## src/hw/rtl/u8dec_pkg.sv

```systemverilog
`default_nettype none

package u8dec_pkg;

	// Field widths of the byte and result words.
	localparam int BYTE_W = 8;
	localparam int CP_W   = 21;
	localparam int CNT_W  = 2;

	// Byte classes found by the front end.
	localparam logic [2:0] TOK_CONT  = 3'd0;
	localparam logic [2:0] TOK_LEAD2 = 3'd1;
	localparam logic [2:0] TOK_LEAD3 = 3'd2;
	localparam logic [2:0] TOK_LEAD4 = 3'd3;
	localparam logic [2:0] TOK_BAD   = 3'd4;

	// Prefix tags of the UTF-8 byte forms.
	localparam logic [1:0] TAG_CONT  = 2'b10;
	localparam logic [2:0] TAG_LEAD2 = 3'b110;
	localparam logic [3:0] TAG_LEAD3 = 4'b1110;
	localparam logic [4:0] TAG_LEAD4 = 5'b11110;

	// Result kinds.
	localparam logic RES_DONE = 1'b0;
	localparam logic RES_ERR  = 1'b1;

	// Queue between front and back ends.
	localparam int QUEUE_AW    = 2;
	localparam int QUEUE_DEPTH = 1 << QUEUE_AW;

	// One classified byte: its class and its six low bits.
	typedef struct packed {
		logic [2:0] kind;
		logic [5:0] bits;
	} tok_t;

	// Head of the queue as seen by the back end.
	typedef struct packed {
		logic valid;
		tok_t tok;
	} head_t;

endpackage

`default_nettype wire

```

## src/hw/rtl/u8dec_byte_if.sv

```systemverilog
`default_nettype none

interface u8dec_byte_if;
	logic                          valid;
	logic                          ready;
	logic [u8dec_pkg::BYTE_W-1:0] in_byte;

	modport source (output valid, output in_byte, input ready);
	modport sink (input valid, input in_byte, output ready);
endinterface

`default_nettype wire

```

## src/hw/rtl/u8dec_res_if.sv

```systemverilog
`default_nettype none

interface u8dec_res_if;
	logic                         valid;
	logic                         ready;
	logic                         result_kind;
	logic [u8dec_pkg::CP_W-1:0]  code_point;
	logic [u8dec_pkg::CNT_W-1:0] byte_count;

	modport source (output valid, output result_kind, output code_point, output byte_count,
		input ready);
	modport sink (input valid, input result_kind, input code_point, input byte_count,
		output ready);
endinterface

`default_nettype wire

```

## src/hw/rtl/u8dec_front.sv

```systemverilog
`default_nettype none

module u8dec_front (
	u8dec_byte_if.sink      stream,
	input  wire logic       q_full,
	output logic            push,
	output u8dec_pkg::tok_t push_tok
);
	import u8dec_pkg::*;

	logic [BYTE_W-1:0] b;

	assign b = stream.in_byte;

	// A word is taken whenever the queue has room.
	assign stream.ready = !q_full;
	assign push         = stream.valid && !q_full;

	// Classify the byte by its prefix tag.
	always_comb begin
		push_tok.bits = b[5:0];
		if (b[7:6] == TAG_CONT) begin
			push_tok.kind = TOK_CONT;
		end else if (b[7:5] == TAG_LEAD2) begin
			push_tok.kind = TOK_LEAD2;
		end else if (b[7:4] == TAG_LEAD3) begin
			push_tok.kind = TOK_LEAD3;
		end else if (b[7:3] == TAG_LEAD4) begin
			push_tok.kind = TOK_LEAD4;
		end else begin
			push_tok.kind = TOK_BAD;
		end
	end

endmodule

`default_nettype wire

```

## src/hw/rtl/u8dec_queue.sv

```systemverilog
`default_nettype none

module u8dec_queue (
	input  wire logic                   clk,
	input  wire logic                   arst_n,
	input  wire logic                   push,
	input  wire u8dec_pkg::tok_t        push_tok,
	output logic                        full,
	input  wire logic                   pop,
	output u8dec_pkg::head_t            head
);
	import u8dec_pkg::*;

	tok_t                entry_q [QUEUE_DEPTH];
	logic [QUEUE_AW-1:0] wr_ptr_q;
	logic [QUEUE_AW-1:0] rd_ptr_q;
	logic [QUEUE_AW:0]   count_q;

	assign full       = (count_q == (QUEUE_AW + 1)'(QUEUE_DEPTH));
	assign head.valid = (count_q != '0);
	assign head.tok   = entry_q[rd_ptr_q];

	// Entry storage.
	always_ff @(posedge clk) begin
		if (push) begin
			entry_q[wr_ptr_q] <= push_tok;
		end
	end

	// Pointers and fill count.
	always_ff @(posedge clk or negedge arst_n) begin
		if (!arst_n) begin
			wr_ptr_q <= '0;
			rd_ptr_q <= '0;
			count_q  <= '0;
		end else begin
			if (push) begin
				wr_ptr_q <= wr_ptr_q + 1'b1;
			end
			if (pop) begin
				rd_ptr_q <= rd_ptr_q + 1'b1;
			end
			if (push && !pop) begin
				count_q <= count_q + 1'b1;
			end else if (pop && !push) begin
				count_q <= count_q - 1'b1;
			end
		end
	end

endmodule

`default_nettype wire

```

## src/hw/rtl/u8dec_back.sv

```systemverilog
`default_nettype none

module u8dec_back (
	input  wire logic             clk,
	input  wire logic             arst_n,
	input  wire u8dec_pkg::head_t head,
	output logic                  pop,
	u8dec_res_if.source           result
);
	import u8dec_pkg::*;

	localparam logic [2:0] PH_IDLE    = 3'd0;
	localparam logic [2:0] PH_2B_LAST = 3'd1;
	localparam logic [2:0] PH_3B_C1   = 3'd2;
	localparam logic [2:0] PH_3B_C2   = 3'd3;
	localparam logic [2:0] PH_4B_C1   = 3'd4;
	localparam logic [2:0] PH_4B_C2   = 3'd5;
	localparam logic [2:0] PH_4B_C3   = 3'd6;

	logic [2:0]       phase_q;
	logic [CP_W-1:0]  value_q;
	logic             nz_q;
	logic [CNT_W-1:0] kept_q;

	logic             out_valid_q;
	logic             out_kind_q;
	logic [CP_W-1:0]  out_cp_q;
	logic [CNT_W-1:0] out_cnt_q;

	logic [2:0]       phase_n;
	logic [CP_W-1:0]  value_n;
	logic             nz_n;
	logic [CNT_W-1:0] kept_n;
	logic [CP_W-1:0]  shifted;
	logic             note_en;
	logic [7:0]       note_val;
	logic             do_done;
	logic             do_err;

	// Take a word from the queue when the output register is free or drains.
	assign pop = head.valid && (!out_valid_q || result.ready);

	assign shifted = {value_q[CP_W-7:0], head.tok.bits};

	// Sequence tracking: next phase, partial value and the byte to count.
	always_comb begin
		phase_n  = phase_q;
		value_n  = value_q;
		note_en  = 1'b0;
		note_val = 8'h00;
		do_done  = 1'b0;
		do_err   = 1'b0;
		if (phase_q == PH_IDLE) begin
			case (head.tok.kind)
				TOK_LEAD2: begin
					value_n  = {16'h0000, head.tok.bits[4:0]};
					note_en  = 1'b1;
					note_val = {5'h00, head.tok.bits[4:2]};
					phase_n  = PH_2B_LAST;
				end
				TOK_LEAD3: begin
					value_n = {17'h00000, head.tok.bits[3:0]};
					phase_n = PH_3B_C1;
				end
				TOK_LEAD4: begin
					value_n = {18'h00000, head.tok.bits[2:0]};
					phase_n = PH_4B_C1;
				end
				default: begin
					do_err = 1'b1;
				end
			endcase
		end else if (head.tok.kind != TOK_CONT) begin
			do_err = 1'b1;
		end else begin
			value_n = shifted;
			unique case (phase_q)
				PH_2B_LAST, PH_3B_C2, PH_4B_C3: begin
					note_en  = 1'b1;
					note_val = shifted[7:0];
					do_done  = 1'b1;
				end
				PH_3B_C1: begin
					note_en  = 1'b1;
					note_val = shifted[9:2];
					phase_n  = PH_3B_C2;
				end
				PH_4B_C1: begin
					note_en  = 1'b1;
					note_val = {3'b000, shifted[8:4]};
					phase_n  = PH_4B_C2;
				end
				PH_4B_C2: begin
					note_en  = 1'b1;
					note_val = shifted[9:2];
					phase_n  = PH_4B_C3;
				end
				default: begin
					do_err = 1'b1;
				end
			endcase
		end
	end

	// A code point byte is counted once it is nonzero or a higher one was counted.
	always_comb begin
		nz_n   = nz_q;
		kept_n = kept_q;
		if (note_en && (nz_q || (note_val != 8'h00))) begin
			nz_n   = 1'b1;
			kept_n = kept_q + 1'b1;
		end
	end

	// Sequence state.
	always_ff @(posedge clk or negedge arst_n) begin
		if (!arst_n) begin
			phase_q <= PH_IDLE;
			value_q <= '0;
			nz_q    <= 1'b0;
			kept_q  <= '0;
		end else if (pop) begin
			if (do_done || do_err) begin
				phase_q <= PH_IDLE;
				value_q <= '0;
				nz_q    <= 1'b0;
				kept_q  <= '0;
			end else begin
				phase_q <= phase_n;
				value_q <= value_n;
				nz_q    <= nz_n;
				kept_q  <= kept_n;
			end
		end
	end

	// Output register valid flag.
	always_ff @(posedge clk or negedge arst_n) begin
		if (!arst_n) begin
			out_valid_q <= 1'b0;
		end else if (pop && (do_done || do_err)) begin
			out_valid_q <= 1'b1;
		end else if (result.ready) begin
			out_valid_q <= 1'b0;
		end
	end

	// Output register payload.
	always_ff @(posedge clk) begin
		if (pop && (do_done || do_err)) begin
			if (do_err) begin
				out_kind_q <= RES_ERR;
				out_cp_q   <= '0;
				out_cnt_q  <= '0;
			end else begin
				out_kind_q <= RES_DONE;
				out_cp_q   <= value_n;
				out_cnt_q  <= kept_n;
			end
		end
	end

	assign result.valid       = out_valid_q;
	assign result.result_kind = out_kind_q;
	assign result.code_point  = out_cp_q;
	assign result.byte_count  = out_cnt_q;

endmodule

`default_nettype wire

```

## src/hw/rtl/utf8_multibyte_decoder.sv

```systemverilog
`default_nettype none

// Channel  Dir  Words                                       Accepted when
// stream   in   in_byte[7:0]                                valid && ready
// result   out  result_kind, code_point[20:0], byte_count   valid && ready
//
// One byte is taken per cycle while the queue has room; the byte that completes
// or breaks a sequence reaches the result through the queue and output register.
// Rate is set by the back end: one queued byte per cycle unless the result stalls.
// Reset clears the queue, the sequence state and the output register.
// A stalled result holds the back end; the four-entry queue keeps taking bytes
// until it fills.

module utf8_multibyte_decoder (
	input  wire logic   clk,
	input  wire logic   arst_n,
	u8dec_byte_if.sink  stream,
	u8dec_res_if.source result
);
	import u8dec_pkg::*;

	logic  push;
	tok_t  push_tok;
	logic  q_full;
	logic  pop;
	head_t head;

	// Byte classifier.
	u8dec_front u_front (
		.stream   (stream),
		.q_full   (q_full),
		.push     (push),
		.push_tok (push_tok)
	);

	// Queue of classified bytes.
	u8dec_queue u_queue (
		.clk      (clk),
		.arst_n   (arst_n),
		.push     (push),
		.push_tok (push_tok),
		.full     (q_full),
		.pop      (pop),
		.head     (head)
	);

	// Sequence decoder and output register.
	u8dec_back u_back (
		.clk    (clk),
		.arst_n (arst_n),
		.head   (head),
		.pop    (pop),
		.result (result)
	);

endmodule

`default_nettype wire

```

## src/flat_wrapper.sv

```systemverilog
// flat-port wrapper written by rule: the top's interface ports become plain ports
module utf8_multibyte_decoder_flat import u8dec_pkg::*;
  (clk, arst_n, stream_valid, stream_in_byte, stream_ready, result_valid, result_result_kind, result_code_point, result_byte_count, result_ready);
  u8dec_byte_if stream_i ();
  u8dec_res_if result_i ();
  input  wire logic clk;
  input  wire logic arst_n;
  input wire logic [$bits(stream_i.valid)-1:0] stream_valid;
  input wire logic [$bits(stream_i.in_byte)-1:0] stream_in_byte;
  output wire logic [$bits(stream_i.ready)-1:0] stream_ready;
  output wire logic [$bits(result_i.valid)-1:0] result_valid;
  output wire logic [$bits(result_i.result_kind)-1:0] result_result_kind;
  output wire logic [$bits(result_i.code_point)-1:0] result_code_point;
  output wire logic [$bits(result_i.byte_count)-1:0] result_byte_count;
  input wire logic [$bits(result_i.ready)-1:0] result_ready;
  assign stream_i.valid = stream_valid;
  assign stream_i.in_byte = stream_in_byte;
  assign stream_ready = stream_i.ready;
  assign result_valid = result_i.valid;
  assign result_result_kind = result_i.result_kind;
  assign result_code_point = result_i.code_point;
  assign result_byte_count = result_i.byte_count;
  assign result_i.ready = result_ready;
  utf8_multibyte_decoder u_core (.clk(clk), .arst_n(arst_n), .stream(stream_i), .result(result_i));
endmodule
```

## config.mk

```make
export PLATFORM = sky130hd
export DESIGN_NAME = utf8_multibyte_decoder_flat
export DESIGN_NICKNAME = d
export VERILOG_FILES = /design/src/hw/rtl/u8dec_pkg.sv /design/src/hw/rtl/u8dec_byte_if.sv /design/src/hw/rtl/u8dec_res_if.sv /design/src/hw/rtl/u8dec_front.sv /design/src/hw/rtl/u8dec_queue.sv /design/src/hw/rtl/u8dec_back.sv /design/src/hw/rtl/utf8_multibyte_decoder.sv /design/src/flat_wrapper.sv
export SDC_FILE = /design/constraint.sdc
export NUM_CORES = 1
export LEC_CHECK = 0
export BUFFER_PORTS_ARGS = -buffer_cell sky130_fd_sc_hd__buf_4
export CORE_ASPECT_RATIO = 0.5
export CORE_UTILIZATION = 25
export CTS_CLUSTER_SIZE = 25
export DETAILED_ROUTE_END_ITERATION = 6
export PLACE_DENSITY = 0.37
export SLEW_MARGIN = 30
export SYNTH_ARGS = -nofsm -noshare
export SYNTH_HDL_FRONTEND = slang
export SYNTH_SLANG_ARGS = --single-unit
```

## constraint.sdc

```tcl
create_clock -name clk -period 6.7 [get_ports clk]
set_clock_uncertainty 0.15 [all_clocks]
set_input_delay 0.67 -clock clk [delete_from_list [all_inputs] [get_ports clk]]
set_output_delay 0.67 -clock clk [all_outputs]
set_load 0.01 [all_outputs]
```

==> results.md, run 1 <==
- Setup CP Type: reg2reg
- Clk slew on worst S/H paths: roughly 60 ps
- LEAKAGE: 1.80 nW
- Critical R2R Capture: u_core.u_back.result.code_point[3]
- Most used routing layer: met2
- Antenna cells: 0
- Peak supply drop: between 0.15 and 0.2 mV
- Post-Syn Nets: 305
- Max cap viols: 0
- Least-Margin Pin Slew: 772 ps
- Most common cell after layout, fill and taps aside: edfxtp_1
- Gate power share: 39.0%
- DP Wirelength: 5850 um
- Via count: 2374
- Startpoint Class: register
- Antenna violations before repair: 0
- Final GP Congestion: 0.814
- Fmax: around 0.29 GHz
- Final hold slack: ~120 ps
- DR vias/cell: 4.48
- Root Driver: clkbuf_16
- First-pass GRT wire length: 13800 um
- Met1 Usage GRT: 13.9%
- Met3 Use GR: 3.29%
- Clock share of power: 20.7%
- Total chip power: 2.35 mW
- Core Area: 15500 sq um
- Crit. End Element: register
- Post-CTS Resized: 0
- CTS tree: yes
- Hold_buf cts: 0
- CP max stage cell: dfrtp_1
- Crit path largest cell delay: roughly 800 ps
- M2 GR Usage: a little under a fifth
- Yosys warns: 0
- Number of port buffers: 37
- Setup bufs post-CTS: 0
- Largest net degree at the start of global routing: 30
- I/O pins: 38
- Row cnt: 32
- Die Span Y: 91.4 um
- Total Nets Final: 339
- Synth async-reset ratio: 32.6%
- Wirelength per Cell: 15.9 um
- Final Util: 30.6%
- Final wirelength: roughly 8400 um
- Synthesis-to-finish area growth: 18.8%
- Syn Std Cell Area: 3990 sq um
- Primary FF master, synth: edfxtp_1
- Commonest cells after routing, fill and taps aside: 60 x edfxtp_1, 37 x buf_4, 29 x dfrtp_1
- Internal Pwr Total: 1.46 mW
- Setup TNS: 0 ps
- CTS buffer count: 9
- Clock latency on the worst-skew pair: 340 ps
- Multi-input gate area: 1360 sq um
- Initial Utilization: 25.8%
- # DRC: 0
- Drt pass-1 iters: 4
- Seq/Total Area, Yosys: between 60 and 70%
- Mapped Avg Cell Area: 13.9 sq um
- CTS Buffer Depth: 2
- Outcome: complete, no violations
- HP Class: in2async
- Req. time, crit path: 6520 ps
- Register area: 2530 sq um
- Reg power frac: roughly two fifths
- Die Footprint: 16500 sq um
- Period utilization: 52.2%
- Die Span X: 181 um
- Antenna viol nets, final: 0
- Overall routing resource usage: between 10 and 15%
- Layout cells sized above 1: 22.4%
- Cells along the critical path: mux4_2 > or3_1 > a31oi_1 > or2_1 > nand2_1 > inv_2
- RSZ-0062 raised after global routing: no
- Net Switching: approximately 0.9 mW
- RR Startpoint: u_core.u_queue.rd_ptr_q[0]
- 1st-iter DRT viols: 198
- Final Setup Violations: 0
- Fin. max-slew vios: 0
- Reg2reg setup slack: roughly 3200 ps
- Crit-path max FO: 25
- H-tree lvl count: 3
- Gate Count Post-Synth: 287
- Number of flops mapped to enable cells by yosys: 60
- Final hold viol count: 0
- Flops & latches, synth: 89
- Pwr Density: about 500 nW/um^2
- FILL cells: 1521
- Post-route minimum period: 3500 ps
- Sw Ratio: a little under two fifths
- Vias in the first global route: 2523
- Clk sink count: 89
- Synth unique cells: 56
- Gr ovfl total: 0
- Worst Path Arrival: 3320 ps
- Max-slew headroom: 48.1%
- Worst reg-to-reg path cell count: 6
layer usage:
metal	part of all wire (%)	vias to the layer above	wire (um)
met5	0	-	0
met4	1.4	0	121
met3	2.9	9	243
met2	47	33	3980
met1	48	1187	4080
li1	-	1145	-
state kept, by name, summed over array words and instances, names as in the netlist:
| register | count |
|---|---|
| u_core.u_back.kept_q | 2 |
| u_core.u_back.nz_q | 1 |
| u_core.u_back.phase_q | 3 |
| u_core.u_back.result.byte_count | 2 |
| u_core.u_back.result.code_point | 21 |
| u_core.u_back.result.result_kind | 1 |
| u_core.u_back.result.valid | 1 |
| u_core.u_back.value_q | 15 |
| u_core.u_queue.count_q | 3 |
| u_core.u_queue.entry_q | 36 |
| u_core.u_queue.rd_ptr_q | 2 |
| u_core.u_queue.wr_ptr_q | 2 |
area by class of cell:
class                   instances  area share (%)
clock buffers                  11            4.91
clock inverters                 5            1.19
inverters                       9           0.712
multi-input cells             175            28.7
flip-flops and latches         89            53.3
well taps                     204            5.38
repair buffers                 37            5.86
cell families after synthesis:
group | synth area share [%]
multiplexers | 7.30
AO/OA/AOI/OAI | 10.3
flip-flops | 63.3
AND/OR/NAND/NOR | 12.8
adder cells (fa/ha/maj) | 2.07
buffers and inverters | 2.85
XOR/XNOR | 1.32
per-stage QoR:
step	setup WS [ps]	cell area, sq um	instances
2_1_floorplan	3780	3990	287
3_3_place_gp	2930	4450	514
3_5_place_dp	2830	4450	514
4_1_cts	2820	4730	530
5_1_grt	2920	4740	530
6_report	3200	4740	530
synthesized netlist by cell type (2+ instances only):
cell / n / area share (%)
nor2_1: 16 / 1.5
mux4_2: 6 / 3.4
mux2_2: 3 / 0.85
a31oi_1: 3 / 0.47
buf_2: 4 / 0.50
a21oi_1: 8 / 1.0
o21ai_0: 11 / 1.4
nand2b_1: 6 / 0.94
o41ai_1: 2 / 0.44
mux2i_1: 7 / 1.8
nand2_1: 21 / 2.0
and2_1: 21 / 3.3
xnor2_1: 4 / 0.88
mux4_1: 2 / 1.3
a22o_1: 11 / 2.4
nor2b_1: 2 / 0.31
a221oi_1: 2 / 0.44
o31ai_1: 2 / 0.38
clkbuf_1: 6 / 0.56
o211ai_1: 2 / 0.38
nand4_1: 2 / 0.31
xor2_1: 2 / 0.44
inv_1: 8 / 0.75
edfxtp_1: 60 / 45
nor4b_2: 2 / 0.75
or3_1: 4 / 0.63
nor3_1: 4 / 0.50
nand3_1: 2 / 0.25
dfrtp_1: 29 / 18
and3_1: 5 / 0.78
ha_1: 5 / 1.6
worst max path at each step:
stage | start | endpoint | slack [ps] | cells past startpoint
after floorplan | u_core.u_queue.rd_ptr_q[0] | u_core.u_back.result.byte_count[0] | 3780 | 8
after global placement | u_core.u_queue.rd_ptr_q[0] | u_core.u_back.result.code_point[10] | 2930 | 6
after detailed placement | u_core.u_queue.rd_ptr_q[0] | u_core.u_back.result.code_point[10] | 2830 | 6
after CTS | u_core.u_queue.rd_ptr_q[0] | u_core.u_back.result.code_point[5] | 2820 | 6
after global routing | u_core.u_queue.rd_ptr_q[0] | u_core.u_back.result.code_point[13] | 2920 | 6
final | u_core.u_queue.rd_ptr_q[0] | u_core.u_back.result.code_point[3] | 3200 | 6
power groups by stage:
| stage | clock network [mW] | registers [mW] | logic (mW) |
|---|---|---|---|
| after CTS | 0.503 | 0.953 | 0.921 |
| after detailed placement | 0 | 0.963 | 0.919 |
| after global routing | 0.527 | 0.972 | 1.01 |
| after global placement | 0 | 0.956 | 0.905 |
| after floorplan | 0 | 0.916 | 0.651 |
| final | 0.487 | 0.947 | 0.916 |
critical path, delay by kind of cell, from the launching register on:
family,cells,cell delay (ps)
flops,1,810
simple gates,3,800
mux,1,760
buf+inv,1,470
compound gates,1,130
No activity file was read; power rests on OpenSTA's default activity.
==> run 2, diff against run 1 <==
Clock period 6.7 ns to 3.64 ns, I/O delays scaled along.
==> results.md, run 2 (synthesis results as in run 1) <==
- Antenna viol nets, final: 0
- Commonest cells after routing, fill and taps aside: 60 x edfxtp_1, 43 x buf_4, 29 x dfrtp_1
- # DRC: 0
- Vias in the first global route: 2338
- DR vias/cell: 4.54
- Most common cell after layout, fill and taps aside: edfxtp_1
- Cells along the critical path: mux4_2 > or3_1 > a31oi_1 > or2_1 > nand2_1 > inv_1 > buf_4
- Layout cells sized above 1: 24.0%
- Final hold viol count: 0
- Worst Path Arrival: 2940 ps
- Biggest register: u_core.u_queue.entry_q
- Clock latency on the worst-skew pair: 340 ps
- Setup bufs post-CTS: 0
- Period utilization: about 85%
- I/O pins: 38
- Final Util: 30.8%
- Outcome: complete, no violations
- DP Wirelength: 6030 um
- HP Class: in2reg
- Req. time, crit path: 3490 ps
- CTS buffer count: 9
- Overall routing resource usage: around a tenth
- Initial Utilization: 25.8%
- Peak supply drop: 0.255 mV
- Number of port buffers: 37
- Cell count after placement: 520
- Gr ovfl total: 0
- Fmax: 0.324 GHz
- Die Span Y: 91.4 um
- Max-slew headroom: 62.9%
- Final Instance Count excl. Fillers: 537
- Clk sink count: 89
- RSZ-0062 raised after global routing: no
- Antenna cells: 0
- Antenna violations before repair: 0
- CTS Buffer Depth: 2
- Pre-CTS WS: 536 ps
- Final WS setup: 552 ps
- Setup TNS: 0 ps
- Finished Cell Area: 4770 sq um
- CTS tree: yes
- Die Span X: 181 um
- Total chip power: about 4.3 mW
- Area after DPL: 4490 sq um
- Final hold slack: 80.7 ps
- Setup CP Type: reg2reg
- Pwr Density: 897 nW/um^2
- Post-route minimum period: 3090 ps
- Fin. max-slew vios: 0
- Hold_buf cts: 1
- Startpoint Class: register
- Post-CTS Resized: 0
- Row cnt: 32
- Crit-path max FO: 25
- Wirelength per Cell: about 16 um
- Core Area: 15500 sq um
- Crit path largest cell delay: 720 ps
- Final Setup Violations: 0
- Clk slew on worst S/H paths: roughly 70 ps
- Least-Margin Pin Slew: around 550 ps
- Max cap viols: 0
- LEAKAGE: 1.83 nW
- Total Nets Final: 346
- Crit. End Element: register
- H-tree lvl count: 3
- Die Footprint: between 15000 and 20000 sq um
- Synthesis-to-finish area growth: 19.6%
- 1st-iter DRT viols: 206
- Max FFs per register: 36
- Root Driver: clkbuf_16
- First-pass GRT wire length: 13300 um
- Final GP Congestion: about 0.78
- CP max stage cell: mux4_2
- Final wirelength: ~8400 um
- Largest net degree at the start of global routing: 30
- Drt pass-1 iters: 4
- Via count: 2439
-- run 2: final timing paths --
| kind | startpoint | endpoint | slack [ps] | cells after the start |
|---|---|---|---|---|
| max | u_core.u_queue.rd_ptr_q[0] | u_core.u_back.result.code_point[13] | 550 | 7 |
| min | stream_in_byte[1] | u_core.u_queue.entry_q[3][1] | 80 | 1 |
| min reg2reg | u_core.u_queue.count_q[2] | u_core.u_queue.count_q[2] | 340 | 1 |
| min in group asynchronous | arst_n | u_core.u_queue.rd_ptr_q[1] | 350 | 2 |
| max reg2reg | u_core.u_queue.rd_ptr_q[0] | u_core.u_back.result.code_point[13] | 550 | 7 |
| max in group asynchronous | arst_n | u_core.u_back.value_q[13] | 2700 | 2 |
-- run 2: final cells by class --
type | count | area [sq um]
clock buffer | 10 | 229
clock inverter | 6 | 45.0
fill | 1527 | 10700
inverter | 9 | 33.8
multi-input combinational | 175 | 1350
sequential | 89 | 2530
tap | 204 | 255
timing repair buffer | 44 | 333
-- run 2: power by group --
part | switching (mW) | internal [mW] | total (mW)
registers | 0.234 | 1.48 | 1.71
logic | 1.00 | 0.722 | 1.72
clock network | 0.386 | 0.465 | 0.851
-- run 2: metal layers --
| layer | track usage [%] | vias up | wire, um |
|---|---|---|---|
| li1 | - | 1158 | - |
| met1 | 14.3 | 1228 | 4070 |
| met2 | 16.5 | 46 | 3830 |
| met3 | 3.13 | 7 | 397 |
| met4 | 2.85 | 0 | 74 |
| met5 | 0 | - | 0 |
-- run 2: critical path, delay by kind of cell (launching register included) --
kind	cells	cell delay [ps]
buf+inv	2	400
simple gates	3	780
compound gates	1	120
flops	1	560
mux	1	720
